**config.mk**
```make
export PLATFORM = sky130hd
export DESIGN_NAME = npd_div
export DESIGN_NICKNAME = d
export VERILOG_FILES = /design/src/hw/rtl/npd_div.sv
export SDC_FILE = /design/constraint.sdc
export NUM_CORES = 1
export LEC_CHECK = 0
export BUFFER_PORTS_ARGS = -buffer_cell sky130_fd_sc_hd__buf_2
export CORE_MARGIN = 2
export CORE_UTILIZATION = 51
export CTS_CLUSTER_SIZE = 24
export DETAILED_ROUTE_END_ITERATION = 10
export GPL_TIMING_DRIVEN = 0
export PLACE_DENSITY_LB_ADDON = 0.08
export RECOVER_POWER = 100
export SLEW_MARGIN = 20
export SYNTH_ARGS = -nofsm -noshare
export SYNTH_HDL_FRONTEND = slang
export SYNTH_SLANG_ARGS = --single-unit
```
**constraint.sdc**
```tcl
create_clock -name clk -period 3.1 [get_ports clk]
set_input_delay 0.62 -clock clk [delete_from_list [all_inputs] [get_ports clk]]
set_output_delay 0.62 -clock clk [all_outputs]
set_load 0.02 [all_outputs]
```
**src/hw/rtl/npd_div.sv**
```systemverilog
// Iterative signed divider: one quotient bit per cycle, truncates toward zero
`timescale 1ns / 1ps
module npd_div #(
    parameter int NW = 30,
    parameter int DW = 6,
    parameter int QW = 24
) (
    input  logic                 clk,
    input  logic                 rst_n,
    input  logic                 start,
    input  logic signed [NW-1:0] dividend,
    input  logic [DW-1:0]        divisor,
    output logic                 done,
    output logic signed [QW-1:0] quotient
);
    localparam int SW = $clog2(NW + 1);

    logic          run_reg, run_next;
    logic          done_reg, done_next;
    logic [SW-1:0] step_reg, step_next;
    logic [NW-1:0] mag_reg, mag_next;
    logic [NW-1:0] quo_reg, quo_next;
    logic [DW:0]   rem_reg, rem_next;
    logic [DW-1:0] dvs_reg, dvs_next;
    logic          neg_reg, neg_next;
    logic [DW:0]   rem_sh;
    logic          qbit;
    logic [NW-1:0] quo_signed;

    // shift in the next dividend bit and trial subtract
    always_comb
    begin
        rem_sh     = {rem_reg[DW-1:0], mag_reg[NW-1]};
        qbit       = (rem_sh >= {1'b0, dvs_reg});
        run_next   = run_reg;
        done_next  = 1'b0;
        step_next  = step_reg;
        mag_next   = mag_reg;
        quo_next   = quo_reg;
        rem_next   = rem_reg;
        dvs_next   = dvs_reg;
        neg_next   = neg_reg;
        if (start)
        begin
            run_next  = 1'b1;
            step_next = '0;
            mag_next  = dividend[NW-1] ? (~dividend + 1'b1) : dividend;
            quo_next  = '0;
            rem_next  = '0;
            dvs_next  = divisor;
            neg_next  = dividend[NW-1];
        end
        else if (run_reg)
        begin
            mag_next  = {mag_reg[NW-2:0], 1'b0};
            quo_next  = {quo_reg[NW-2:0], qbit};
            rem_next  = qbit ? (rem_sh - {1'b0, dvs_reg}) : rem_sh;
            step_next = step_reg + 1'b1;
            if (step_reg == SW'(NW - 1))
            begin
                run_next  = 1'b0;
                done_next = 1'b1;
            end
        end
    end

    always_ff @(posedge clk or negedge rst_n)
    begin
        if (!rst_n)
        begin
            run_reg  <= 1'b0;
            done_reg <= 1'b0;
        end
        else
        begin
            run_reg  <= run_next;
            done_reg <= done_next;
        end
    end

    always_ff @(posedge clk)
    begin
        step_reg <= step_next;
        mag_reg  <= mag_next;
        quo_reg  <= quo_next;
        rem_reg  <= rem_next;
        dvs_reg  <= dvs_next;
        neg_reg  <= neg_next;
    end

    // restore the sign; the magnitude always fits the coordinate range
    assign quo_signed = neg_reg ? (~quo_reg + 1'b1) : quo_reg;
    assign quotient   = quo_signed[QW-1:0];
    assign done       = done_reg;

    property p_done_after_run;
        @(posedge clk) disable iff (!rst_n) done_reg |-> $past(run_reg);
    endproperty
    a_done_after_run: assert property (p_done_after_run)
        else $error("divider done without a running division");

    property p_no_restart;
        @(posedge clk) disable iff (!rst_n) run_reg |-> !start;
    endproperty
    a_no_restart: assert property (p_no_restart)
        else $error("divider restarted while busy");

    property p_rem_below_divisor;
        @(posedge clk) disable iff (!rst_n) run_reg |-> (rem_reg < {1'b0, dvs_reg});
    endproperty
    a_rem_below_divisor: assert property (p_rem_below_divisor)
        else $error("divider remainder out of range");
endmodule

```
# After elaboration in Yosys (flattened, before gate mapping)
# Index checks and enable logic that the tools add are counted.
[op_classes]
reduce_logical = 1
n_eq_ne = 1
n_lt_le_gt_ge = 1
addsub = 4
bitwise_logic = 2
muxes = 11
[op_table]
columns = ["op", "count"]
rows = [
  ["2-to-1 mux 30 bit", 3],
  ["adder 30 x 1 -> 30 bit, second input constant", 1],
  ["inverter 30 bit", 1],
  ["adder 24 x 1 -> 24 bit, second input constant", 1],
  ["2-to-1 mux 24 bit", 1],
  ["inverter 24 bit", 1],
  ["greater-or-equal comparator 7 x 6 -> 1 bit", 1],
  ["2-to-1 mux 1 bit", 6],
  ["2-to-1 mux 6 bit", 1],
  ["subtractor 6 bit", 1],
  ["adder 5 x 1 -> 5 bit, second input constant", 1],
  ["== test 5 bit, second input constant", 1],
  ["nonzero test 2 bit", 1],
]
[word_totals]
reg_bits = 74
wordCells = 28

# Longest topological paths before layout
# Gate-level depths: netlist of run 1.
[logic_depth]
word_depth = 4
depth_mapped = 8

# Worst setup path before layout of run 1
# OpenSTA, ideal clock, no wires.
[synth_path]
kind = "register -> output"
startpoint = "register quo_reg[10]"
endpoint = "output port quotient[19]"
setup_slack_ns = 0.562
required_ns = 2.480
arrival_time_ns = 1.918
path_stages_with_launch = 5
cell_sequence = "dfxtp_1 -> or4_4 -> or4_4 -> o41ai_4 -> xnor2_1"
[synth_via]
elab_chain_cells = 3
[synth_rtl]
columns = ["item", "line_no", "text"]
rows = [
  ["start, declared", "22", "logic [NW-1:0] quo_reg, quo_next;"],
  ["start signal, assigned", "85", "quo_reg <= quo_next;"],
  ["inverter 24 bit", "92", "assign quo_signed = neg_reg ? (~quo_reg + 1'b1) : quo_reg;"],
  ["adder 24 x 1 -> 24 bit", "92", ""],
  ["2-to-1 mux 24 bit", "92", ""],
  ["end, declared", "14", "output logic signed [QW-1:0] quotient"],
]
# Every way passes these cells.

# Worst setup path in the final report of run 1
# Ends and elaborated chain as after synthesis.

==> reports/results.txt, run 1 <==
The endpoint identified for the worst register-to-register timing path is rem_reg[1]$_SDFFE_PP0P_. Sequential elements use 44.0% of the synthesized area. Summed over all nets, the switching power comes to 0.000983 W. The clock share of power was 27.6%; the vertical die dimension was 95.1 um. The tools report the start point of the critical path as quo_reg[10]$_SDFFE_PP0P_. For this run, design rule violations remaining after detail routing come to 0.

The combined area of all synthesized cells came out at 4230 um2. Library cell contributing the largest single delay on the critical path: sky130_fd_sc_hd__or4_4. The H-tree was split into 3 levels. The average wire length per cell after detail routing is 14.3 um, and the total half-perimeter wirelength after legalization and detailed placement is 6510 um. For the worst setup path, the data arrival time is 2.41 ns. The clock buffer count from CTS was 9. Global-route wire length before repair: 14700 um.

The total of buffers placed on input and output ports works out to 63. In this run, the combinational gates consume 32.6% of the power. In this run the critical register-to-register path is launched from dvs_reg[2]$_DFFE_PP_. Synthesis produced 436 cells. Setup repair after global routing left no endpoint under its margin.

The class of the worst hold path was primary input to asynchronous set/reset pin. Among all flip-flop cells after synthesis, the most frequent one is sky130_fd_sc_hd__edfxtp_1. Summed over its instances, the top area cell type makes up 26.3% of the synthesized netlist area. The tools report the max-slew violation count as 0. Destination of the critical timing path: quotient[19]. Once the floorplan was initialized, standard cells occupied 52.0% of the core. The clock net sink count was 74.

Top routing layer in use: met4. The die covers 9040 um2. In this run the remaining antenna-violating nets after routing total 0. The cell that appears most often on the critical path is sky130_fd_sc_hd__or4_4.

In the global route stage, overall resource usage came out at 20.8%. The worst path uses 97.6% of the clock period. The number of enable-type register cells in the synthesized netlist works out to 37. The logs give 0.00201 W for the internal cell power and 0.811 for the routability congestion estimate. The run finished with clean final reports.

For the data required time at the worst endpoint, the log shows 2.48 ns. For the final database, setup skew stands at 0.0142 ns. The leakage dissipation was 2.08 nW.

Broken down by cell family, the worst path's largest delay share belongs to simple AND/OR/NAND/NOR gates. Number of failing setup endpoints in the final timing report: 0. In the final routing, the length of wire on met1 measures 4170 um.

After detailed routing, the number of vias per cell comes to 5.44. The tool flagged a number of max-cap violations equal to 0. The clock passes through at most 2 buffers. The number of fill cells in the layout is 750. The cell chosen for the clock root was sky130_fd_sc_hd__clkbuf_8. The flip-flop count of the largest register, all copies and words added is 30, and the overall routed net length is 8910 um. The biggest cell delay along the critical path is 0.57 ns, and the number of antenna violations at the first check in global routing is 0. After synthesis, the cell types taking the most area are sky130_fd_sc_hd__edfxtp_1, sky130_fd_sc_hd__dfxtp_1, sky130_fd_sc_hd__mux2i_1, sky130_fd_sc_hd__nor2_1, sky130_fd_sc_hd__xor2_1. The critical path goes through or4_4, or4_4, o41ai_4, xnor2_1, buf_2. The number of detailed-route iterations in the first pass was 5. TritonCTS built the clock tree. Counting buffers and inverters, the worst setup path is 5 cells deep. The synthesized net count is 487. The tools report the global route total overflow as 0. The layout overhead on the synthesized area came out at 15.5%. The sum of met3 wire segment lengths after detailed routing was 424 um; the number of library cell types mapped by synthesis was 48. The clock reaches the later pin of the worst-skew pair after 0.35 ns. The sequential power share was 39.8%.

Ranked by instance count, the synthesized netlist is headed by sky130_fd_sc_hd__nor2_1, sky130_fd_sc_hd__edfxtp_1, sky130_fd_sc_hd__dfxtp_1. The fraction of final layout cells with drive strength greater than 1 came out at 14.1%. The logs give 0.218 mV for the highest ir drop seen on vdd and 330 MHz for the maximum clock frequency.

For the pin with the worst max-slew slack, the measured transition is 0.955 ns. The clock transition time at the flip-flop clock pins of the worst setup and hold paths is 0.07 ns, and the average cell area after synthesis is 9.71 um2. Total number of nets in the final design: 562. The routed design could run at a clock period as short as 3.03 ns. In this run, the number of DRC markers left after iteration 0 of detailed routing was 147. For the pin count of the biggest net entering global routing, the log shows 31. The tools report the final-report hold violation count as 0. The detailed router placed 3379 vias in this run.

The number of antenna diodes in the final layout is 0. The post-synthesis sequential element count came out at 74. For the total negative slack for setup checks, the log shows 0 ns. Highest net fanout along the worst path: 7. For this run, the number of Yosys warnings is 0.

Measured on the finished design, the core utilization comes to 60.1%. The total power density per cell area is 612 nW/um2. In the post-synthesis netlist, the cell with the most instances is sky130_fd_sc_hd__nor2_1. The buffering stage count on the worst path with inverters included is 1. The I/O pin count came out at 64. Measured against its own limit, the worst slew margin works out to 35.5%.

Length in cells of the worst reg-to-reg path: 7. Of all cell types, the one taking the most synthesized area is sky130_fd_sc_hd__edfxtp_1. The setup path with the least slack is of type flip-flop to output port.

The worst register-to-register path has a setup slack of 0.68 ns. Number of global-route vias before repair: 3200. Net switching is 32.9% of the power. The total area inside the core boundary comes to 8130 um2. The width of the die works out to 95.1 um.

In the synthesized netlist the async set-or-reset flop fraction comes to 2.70%. The tools report the critical path capture point type as an output port. The cell row count was 33. The worst setup path is launched from a flip-flop.

Wire segments on met2 add up to 4210 um in the final route.
-- cells in the final DEF, fill, tap and decap left out, types with 18 or more instances in the layout --
master | Yosys | final
sky130_fd_sc_hd__nor2_1 | 74 | 74
sky130_fd_sc_hd__xnor2_1 | 27 | 27
sky130_fd_sc_hd__buf_2 | 0 | 40
sky130_fd_sc_hd__mux2i_1 | 28 | 28
sky130_fd_sc_hd__clkbuf_1 | 17 | 42
sky130_fd_sc_hd__a21oi_1 | 32 | 32
sky130_fd_sc_hd__xor2_1 | 29 | 29
sky130_fd_sc_hd__edfxtp_1 | 37 | 37
sky130_fd_sc_hd__nand2_1 | 18 | 18
sky130_fd_sc_hd__dfxtp_1 | 35 | 34
-- power groups by stage --
stage | Combinational (W) | Clock [W] | Sequential (W)
after floorplan | 0.000736 | 0 | 0.00119
after global placement | 0.000964 | 0 | 0.00121
after detailed placement | 0.000984 | 0 | 0.00121
after CTS | 0.000999 | 0.000848 | 0.00119
after global routing | 0.00107 | 0.000885 | 0.00120
final | 0.000974 | 0.000826 | 0.00119
-- metrics by stage --
stage | area (um2) | total power, W | setup WS, ns | hold WS, ns | cells
after floorplan | 4230 | 0.00193 | 0.562 | 0.324 | 436
after global placement | 4680 | 0.00217 | 0.235 | 0.405 | 604
after detailed placement | 4680 | 0.00219 | 0.217 | 0.407 | 604
after CTS | 4910 | 0.00304 | 0.00141 | 0.0247 | 621
after global routing | 4890 | 0.00316 | 0.00327 | 0.0380 | 621
final | 4890 | 0.00299 | 0.0736 | 0.0448 | 621
-- final cells by class --
type	count	area [um2]	area share, %
flip-flops and latches	74	1860	38.1
plain buffers	23	91.3	1.87
repair buffers	64	298	6.09
inverters	17	63.8	1.31
well taps	105	131	2.69
clock inverters	3	43.8	0.896
multi-input cells	322	2210	45.3
clock buffers	13	181	3.71
-- kinds of logic (layout without fill, tap and decap cells) --
kind of cell             Yosys count  count (layout)  share of synthesized area (%)
AND/OR/NAND/NOR                  136             136                           15.8
AO/OA/AOI/OAI                     90              90                           14.6
flip-flops                        74              74                           44.0
XOR/XNOR                          56              56                           11.6
buffers and inverters             40             120                           3.67
multiplexers                      28              28                           6.62
adder cells (fa/ha/maj)           12              12                           3.73
-- worst min path at each step --
| stage | start | to | slack [ns] | depth (start not counted) |
|---|---|---|---|---|
| floorplan | rst_n | done$_DFF_PN0_ | 0.32 | 0 |
| global placement | rst_n | done$_DFF_PN0_ | 0.41 | 1 |
| detailed placement | rst_n | run_reg$_DFF_PN0_ | 0.41 | 1 |
| CTS | rst_n | done$_DFF_PN0_ | 0.02 | 1 |
| global route | rst_n | done$_DFF_PN0_ | 0.04 | 1 |
| finish | rst_n | done$_DFF_PN0_ | 0.04 | 1 |
-- repair_timing --
item                       4_1_cts  5_1_grt
pin swaps                        1        2
buffers inserted                 1        0
resized for setup                0        2
hold buffers                     0        0
gates cloned                     0        0
setup endpoints to repair        1        7
-- routing by layer --
layer | up-vias | global-route usage (%)
met5 | - | 0
met2 | 73 | 34.3
met3 | 9 | 3.95
met4 | 0 | 6.64
met1 | 1584 | 27.8
li1 | 1713 | -
(Power assumes the default switching activity.)
==> run 2: changes to the inputs <==
--- a/config.mk
+++ b/config.mk
@@ -13,6 +13,7 @@
 export GPL_TIMING_DRIVEN = 0
 export PLACE_DENSITY_LB_ADDON = 0.08
 export RECOVER_POWER = 100
+export REMOVE_ABC_BUFFERS = 1
 export SLEW_MARGIN = 20
 export SYNTH_ARGS = -nofsm -noshare
 export SYNTH_HDL_FRONTEND = slang
==> run 2 against run 1 <==
  * The flow now finishes with violations (max-capacitance violations, max-slew violations)
  * Non-clock buffer count decreased by 21
  * Maximum frequency rose by 1.0%
  * Critical path depth unchanged
  * Cell area barely moved
  * Worst setup slack better by 0.031 ns
  * Combinational power decreased by 2%
  * Largest cell class unchanged
  * Highest routed layer unchanged
==> reports/results.txt, run 2 (synthesized netlist as in run 1, its figures left out) <==
The logs give 0 (unchanged) for the remaining antenna violation count after routing and 2 (unchanged) for the number of buffers between clock root and the deepest sink. For the global-route wire length before repair, the log shows 13300 um (was 14700 um). The pre-CTS worst setup slack is 0.285 ns (was 0.217 ns). The logs give 2.38 ns (was 2.41 ns) for the data arrival at the endpoint of the critical path and 9040 um2 (unchanged) for the full die area.

Setup repair after global routing left no endpoint under its margin. For the number of max-cap violations, the log shows 1 (was 0). The logs give 0.0448 ns (about the same) for the worst slack on hold paths and 116 (was 147) for the count of routing violations after the opening detailed-route iteration. The number of failing setup endpoints in the final timing report is 0 (unchanged).

The number of antenna violations at the first check in global routing is 0 (unchanged). The critical register-to-register path endpoint was rem_reg[1]$_SDFFE_PP0P_ (unchanged). The number of inserted diodes came out at 0 (unchanged). The cell row count came out at 33 (unchanged). The global-route usage over all layers came out at 18.6% (was 20.8%). Dominant delay contributor by cell family on the critical path: simple AND/OR/NAND/NOR gates (unchanged). The startpoint of the worst register-to-register path is dvs_reg[2]$_DFFE_PP_ (unchanged). The fraction of final layout cells with drive strength greater than 1 was 15.4% (was 14.1%). The setup slack of the worst register-to-register path is 0.66 ns (was 0.68 ns).

The library cell contributing the largest single delay on the critical path is sky130_fd_sc_hd__or4_4 (unchanged). The register area was 1870 um2 (was 1860 um2). The start point of the critical path is quo_reg[11]$_SDFFE_PP0P_ (was quo_reg[10]$_SDFFE_PP0P_). The total power density per cell area is 642 nW/um2 (was 612 nW/um2), and the slew at the pin closest to its max-slew limit is 1.59 ns (was 0.955 ns). The logs give 0.748 (was 0.811) for the routability congestion estimate and 64 (unchanged) for the I/O pin count.

The initial core utilization was 52.0% (unchanged); the biggest cell delay along the critical path was 0.56 ns (was 0.57 ns). The shortest clock period the worst path allows after layout is 3.00 ns (was 3.03 ns), and the total of buffers placed on input and output ports is 63 (unchanged). The buffering stage count on the worst path with inverters included was 1 (unchanged); the length in cells of the worst reg-to-reg path was 7 (unchanged). The checks that failed: max-capacitance violations, max-slew violations. The run finished, with violations left.

The leakage dissipation was 2.08 nW (about the same). TritonCTS built the clock tree. For the global route total overflow, the log shows 0 (unchanged). Final-report hold violation count: 0 (unchanged).

The maximum level of the CTS H-tree is 3 (unchanged). The most common cell after layout, fill and taps aside is sky130_fd_sc_hd__nor2_1 (unchanged). For the data required time at the worst endpoint, the log shows 2.48 ns (about the same).

Most used cells in the layout excluding fill and tap cells: sky130_fd_sc_hd__nor2_1, sky130_fd_sc_hd__edfxtp_1, sky130_fd_sc_hd__buf_2 (was sky130_fd_sc_hd__nor2_1, sky130_fd_sc_hd__clkbuf_1, sky130_fd_sc_hd__buf_2). The tools report the number of fill cells in the layout as 722 (was 750). Setup slack after layout: 0.104 ns (was 0.0736 ns). The vertical die dimension is 95.1 um (unchanged), and the flip-flop count of the largest register, all copies and words added is 30 (unchanged). Type of element launching the critical path: a flip-flop (unchanged).

Cell chain of the critical path: or4_4, or4_4, o41ai_4, xnor2_1, buf_2 (unchanged). The share of the cycle needed by the critical path after routing is 96.6% (was 97.6%), and the average vias per placed instance is 5.38 (was 5.44). The max-slew violation count came out at 34 (was 0). The average wire length per cell after detail routing is 13.4 um (was 14.3 um).

Most frequent cell on the critical path: sky130_fd_sc_hd__or4_4 (unchanged). Hold-fix buffer count after cts: 0 (unchanged). The total number of nets in the final design is 541 (was 562).

The tools report the power consumption as 0.00314 W (was 0.00299 W). The tools report the latest clock arrival within the worst-skew pair as 0.35 ns (about the same). The highest net fanout along the worst path came out at 6 (was 7). Tightest slew margin relative to the limit: -5.70% (was 35.5%). The run gives 0 (unchanged) as the post-detailed-route DRC marker count. Critical path capture point type: an output port (unchanged). The run gives 4 (was 5) as the number of detailed-route iterations in the first pass.

The via total after detailed routing is 3227 (was 3379), and the pin count of the biggest net entering global routing is 74 (was 31). The startpoint-to-endpoint class of the critical path is flip-flop to output port (unchanged). The number of global-route vias before repair was 2907 (was 3200). The class of the worst hold path is primary input to asynchronous set/reset pin (unchanged). Maximum clock frequency: 334 MHz (was 330 MHz).

The logs give 2210 um2 (unchanged) for the multi-input gate area in the final layout and 0.246 mV (was 0.218 mV) for the highest ir drop seen on vdd. The tools report the cell chosen for the clock root as sky130_fd_sc_hd__clkbuf_8 (unchanged). The clock transition time at the flip-flop clock pins of the worst setup and hold paths was 0.08 ns (was 0.07 ns); the overall routed net length was 8020 um (was 8910 um).

The clock buffer count from CTS was 9 (unchanged); the layout overhead on the synthesized area was 15.5% (about the same). The clock net sink count came out at 74 (unchanged). The width of the die was 95.1 um (unchanged). Clock skew: 0.00878 ns (was 0.0142 ns). The core outline area is 8130 um2 (unchanged), and the total half-perimeter wirelength after legalization and detailed placement is 5510 um (was 6510 um).
-- run 2: cell count changes in the layout (fill, tap and decap cells not counted), moves of 2 or more --
cell,delta
sky130_fd_sc_hd__bufinv_16,+3
sky130_fd_sc_hd__o21ai_0,-2
sky130_fd_sc_hd__buf_2,-3
sky130_fd_sc_hd__o21ai_1,+2
sky130_fd_sc_hd__dfxtp_2,+2
sky130_fd_sc_hd__dfxtp_1,-2
sky130_fd_sc_hd__clkbuf_16,-2
sky130_fd_sc_hd__clkbuf_1,-21
-- run 2: area by class of cell --
type / count / share of cell area [%]
inverter: 17 / 1.31
multi-input combinational: 322 / 45.3
clock inverter: 7 / 2.89
clock buffer: 9 / 2.53
timing repair buffer: 66 / 7.09
tap: 105 / 2.69
sequential: 74 / 38.2
-- run 2: power breakdown --
group	internal (W)	leakage, nW	total [W]	switching (W)
Combinational	0.000403	1.27	0.000955	0.000552
Sequential	0.00113	0.684	0.00119	0.0000631
Clock	0.000616	0.131	0.000987	0.000370
-- run 2: worst reg2reg max path, delay by kind of cell (launching register included) --
kind	cells	cell delay, ns
AND/OR/NAND/NOR	2	0.84
AO/OA/AOI/OAI	3	0.76
adder cells (fa/ha/maj)	1	0.36
flip-flops	1	0.33
buffers and inverters	1	0.04
-- run 2: through the flow --
step / setup TNS, ns / area, um2 / cells / utilization [%]
after floorplan: 0 / 4140 / 413 / -
after global placement: -1.15 / 4590 / 581 / 56.4
after detailed placement: 0 / 4640 / 583 / 57.0
after CTS: 0 / 4900 / 599 / 60.3
after global routing: 0 / 4890 / 600 / 60.1
final: 0 / 4890 / 600 / 60.1
-- run 2: worst max-delay path by stage --
stage	end	slack, ns	cells past startpoint
6_report	quotient[19]	0.10	5
5_1_grt	quotient[18]	0.006	6
4_1_cts	quotient[18]	0.02	6
3_5_place_dp	mag_reg[24]$_DFFE_PP_	0.28	8
3_3_place_gp	mag_reg[23]$_DFFE_PP_	-0.04	2
2_1_floorplan	quotient[19]	0.56	4
-- run 2: metal layers --
layer / global-route usage (%) / share of wire [%] / vias up
met5: 0 / 0 / -
met4: 7.25 / 1.5 / 0
met3: 3.00 / 4.2 / 11
met2: 28.6 / 45 / 66
met1: 26.2 / 50 / 1476
li1: - / - / 1674
-- run 2: timing repair --
item	CTS	global route
resized for setup	0	6
setup buffers	0	1
setup endpoints to repair	0	7
==> run 3: changes to the inputs <==
--- a/config.mk
+++ b/config.mk
@@ -6,15 +6,16 @@
 export NUM_CORES = 1
 export LEC_CHECK = 0
 export BUFFER_PORTS_ARGS = -buffer_cell sky130_fd_sc_hd__buf_2
+export CAP_MARGIN = 20
 export CORE_MARGIN = 2
 export CORE_UTILIZATION = 51
 export CTS_CLUSTER_SIZE = 24
 export DETAILED_ROUTE_END_ITERATION = 10
 export GPL_TIMING_DRIVEN = 0
+export MAX_ROUTING_LAYER = met4
 export PLACE_DENSITY_LB_ADDON = 0.08
 export RECOVER_POWER = 100
 export REMOVE_ABC_BUFFERS = 1
-export SLEW_MARGIN = 20
 export SYNTH_ARGS = -nofsm -noshare
 export SYNTH_HDL_FRONTEND = slang
 export SYNTH_SLANG_ARGS = --single-unit
==> run 3 against run 2 <==
  * The run still ends with max-capacitance violations, max-slew violations left
  * Clock skew down 0.00055 ns
  * Die area stayed put
  * First-iteration DRC count is 2.6% lower
  * Critical endpoint unchanged
  * Sequential power hardly changed
  * Count of clock-buffer cells in the layout stayed put
  * Clock power barely moved
  * Cell area barely moved
==> reports/results.txt, run 3 (synthesized netlist as in run 1, its figures left out) <==
The pin count of the biggest net entering global routing came out at 74 (unchanged). The number of max-cap violations is 1 (unchanged). The run gives 5510 um (unchanged) as the total half-perimeter wirelength after legalization and detailed placement. The flip-flop count of the largest register, all copies and words added is 30 (unchanged), and the data required time at the worst endpoint is 2.48 ns (about the same). The hold-fix buffer count after cts is 0 (unchanged), and the average vias per placed instance is 5.38 (about the same). The finished layout cell area is 4880 um2 (was 4890 um2), and the multi-input gate area in the final layout is 2210 um2 (unchanged). The count of routing violations after the opening detailed-route iteration was 113 (was 116).

Most used cells in the layout excluding fill and tap cells: sky130_fd_sc_hd__nor2_1, sky130_fd_sc_hd__edfxtp_1, sky130_fd_sc_hd__buf_2 (unchanged). The startpoint-to-endpoint class of the critical path is flip-flop to output port (unchanged). For the full die area, the log shows 9040 um2 (unchanged). Most frequent cell on the critical path: sky130_fd_sc_hd__or4_4 (unchanged). Violated checks: max-capacitance violations, max-slew violations (unchanged).

The shortest clock period the worst path allows after layout is 3.00 ns (about the same). TritonCTS built the clock tree. The highest net fanout along the worst path was 6 (unchanged).

Setup repair after global routing left no endpoint under its margin. The number of inserted diodes was 0 (unchanged); the final-report hold violation count was 0 (unchanged). The run gives 19.1% (was 18.6%) as the global-route usage over all layers. Initial core utilization: 52.0% (unchanged).

The total negative slack for setup checks is 0 ns (unchanged), and the max-slew violation count is 34 (unchanged). Setup slack of the worst register-to-register path: 0.65 ns (was 0.66 ns). The startpoint of the worst register-to-register path was dvs_reg[2]$_DFFE_PP_ (unchanged). The tools report the clock skew as 0.00824 ns (was 0.00878 ns).

The overall routed net length came out at 8040 um (was 8020 um). The library cell contributing the largest single delay on the critical path is sky130_fd_sc_hd__or4_4 (unchanged). The share of the cycle needed by the critical path after routing was 96.6% (about the same); the share of the core filled with cells was 60.1% (about the same).

The run gives 541 (unchanged) as the total number of nets in the final design. Cell area after placement: 4640 um2 (unchanged). The cell chosen for the clock root is sky130_fd_sc_hd__clkbuf_8 (unchanged). The number of global-route vias before repair was 2900 (was 2907).

The latest clock arrival within the worst-skew pair is 0.35 ns (about the same). The slew at the pin closest to its max-slew limit is 1.58 ns (was 1.59 ns). The average wire length per cell after detail routing came out at 13.4 um (about the same).

The length in cells of the worst reg-to-reg path was 7 (unchanged); the I/O pin count was 64 (unchanged). The tools report the critical path capture point type as an output port (unchanged). The remaining antenna violation count after routing was 0 (unchanged). The maximum clock frequency is 334 MHz (about the same), and the total of buffers placed on input and output ports is 63 (unchanged). Class of the worst hold path: primary input to asynchronous set/reset pin (unchanged).

The tightest slew margin relative to the limit is -5.53% (was -5.70%). The type of element launching the critical path was a flip-flop (unchanged). For the data arrival at the endpoint of the critical path, the log shows 2.38 ns (about the same). The tools report the number of buffers between clock root and the deepest sink as 2 (unchanged).

The critical register-to-register path endpoint is rem_reg[1]$_SDFFE_PP0P_ (unchanged). The run gives 0 (unchanged) as the number of antenna violations at the first check in global routing. The global-route wire length before repair is 13300 um (about the same).

Fraction of final layout cells with drive strength greater than 1: 14.9% (was 15.4%). The vertical die dimension works out to 95.1 um (unchanged). The logs give 0 (unchanged) for the global route total overflow and 721 (was 722) for the number of fill cells in the layout.

The clock transition time at the flip-flop clock pins of the worst setup and hold paths was 0.08 ns (about the same). The maximum level of the CTS H-tree is 3 (unchanged). The number of detailed-route iterations in the first pass came out at 4 (unchanged). The most common cell after layout, fill and taps aside is sky130_fd_sc_hd__nor2_1 (unchanged). The run gives 8130 um2 (unchanged) as the core outline area.

The total power density per cell area came out at 642 nW/um2 (about the same). Cell chain of the critical path: or4_4, or4_4, o41ai_4, xnor2_1, buf_2 (unchanged). For the post-detailed-route DRC marker count, the log shows 0 (unchanged). The clock buffer count from CTS is 9 (unchanged), and the cell row count is 33 (unchanged). The number of failing setup endpoints in the final timing report was 0 (unchanged); the register area was 1870 um2 (unchanged).

Width of the die: 95.1 um (unchanged). The clock net sink count is 74 (unchanged), and the leakage dissipation is 2.08 nW (about the same). The routability congestion estimate was 0.757 (was 0.748); the highest ir drop seen on vdd was 0.247 mV (was 0.246 mV). The biggest cell delay along the critical path was 0.56 ns (about the same); the via total after detailed routing was 3225 (was 3227). The layout overhead on the synthesized area was 15.4% (was 15.5%). The flow ran to the end, but the final reports show violations.
-- run 3: area by class of cell --
class,count,share of cell area (%)
clock buffer,9,2.54
clock inverter,7,2.89
inverter,17,1.31
multi-input combinational,322,45.3
sequential,74,38.2
tap,105,2.69
timing repair buffer,66,7.04
-- run 3: critical path, delay by kind of cell (launching register included) --
kind	cells	cell delay [ns]
AO/OA/AOI/OAI	1	0.23
XOR/XNOR	1	0.14
buffers and inverters	1	0.18
flip-flops	1	0.37
AND/OR/NAND/NOR	2	1.12
-- run 3: what timing repair did --
item / CTS / global route
hold endpoints to repair: 0 / 0
setup buffers: 0 / 1
endpoints found under the setup margin: 0 / 7
resized for setup: 0 / 6
-- run 3: report_power, final --
group          internal [W]  switching, W  leakage (nW)
Combinational      0.000400      0.000552          1.26
Sequential          0.00113     0.0000635         0.684
Clock              0.000616      0.000372         0.131
-- run 3: layer usage --
layer	track usage, %	part of all wire (%)	vias up
met1	26.3	49	1461
met3	3.00	4.3	11
met2	28.6	45	74
met5	-	0	-
met4	7.25	1.3	0
li1	-	-	1679
-- run 3: stage by stage --
step / std cells / setup slack, ns / power [W] / hold slack, ns
2_1_floorplan: 413 / 0.562 / 0.00190 / 0.324
3_3_place_gp: 581 / -0.0397 / 0.00215 / 0.410
3_5_place_dp: 583 / 0.285 / 0.00218 / 0.412
4_1_cts: 599 / 0.0188 / 0.00317 / 0.0308
5_1_grt: 600 / 0.0151 / 0.00332 / 0.0337
6_report: 600 / 0.104 / 0.00313 / 0.0451
-- run 3: how the worst max path moves through the flow --
stage / start / end / slack, ns / depth (start not counted)
floorplan: quo_reg[10]$_SDFFE_PP0P_ / quotient[19] / 0.56 / 4
global placement: start / mag_reg[23]$_DFFE_PP_ / -0.04 / 2
detailed placement: dividend[0] / mag_reg[24]$_DFFE_PP_ / 0.28 / 8
CTS: quo_reg[6]$_SDFFE_PP0P_ / quotient[18] / 0.02 / 6
global route: quo_reg[11]$_SDFFE_PP0P_ / quotient[19] / 0.02 / 5
finish: quo_reg[11]$_SDFFE_PP0P_ / quotient[19] / 0.10 / 5
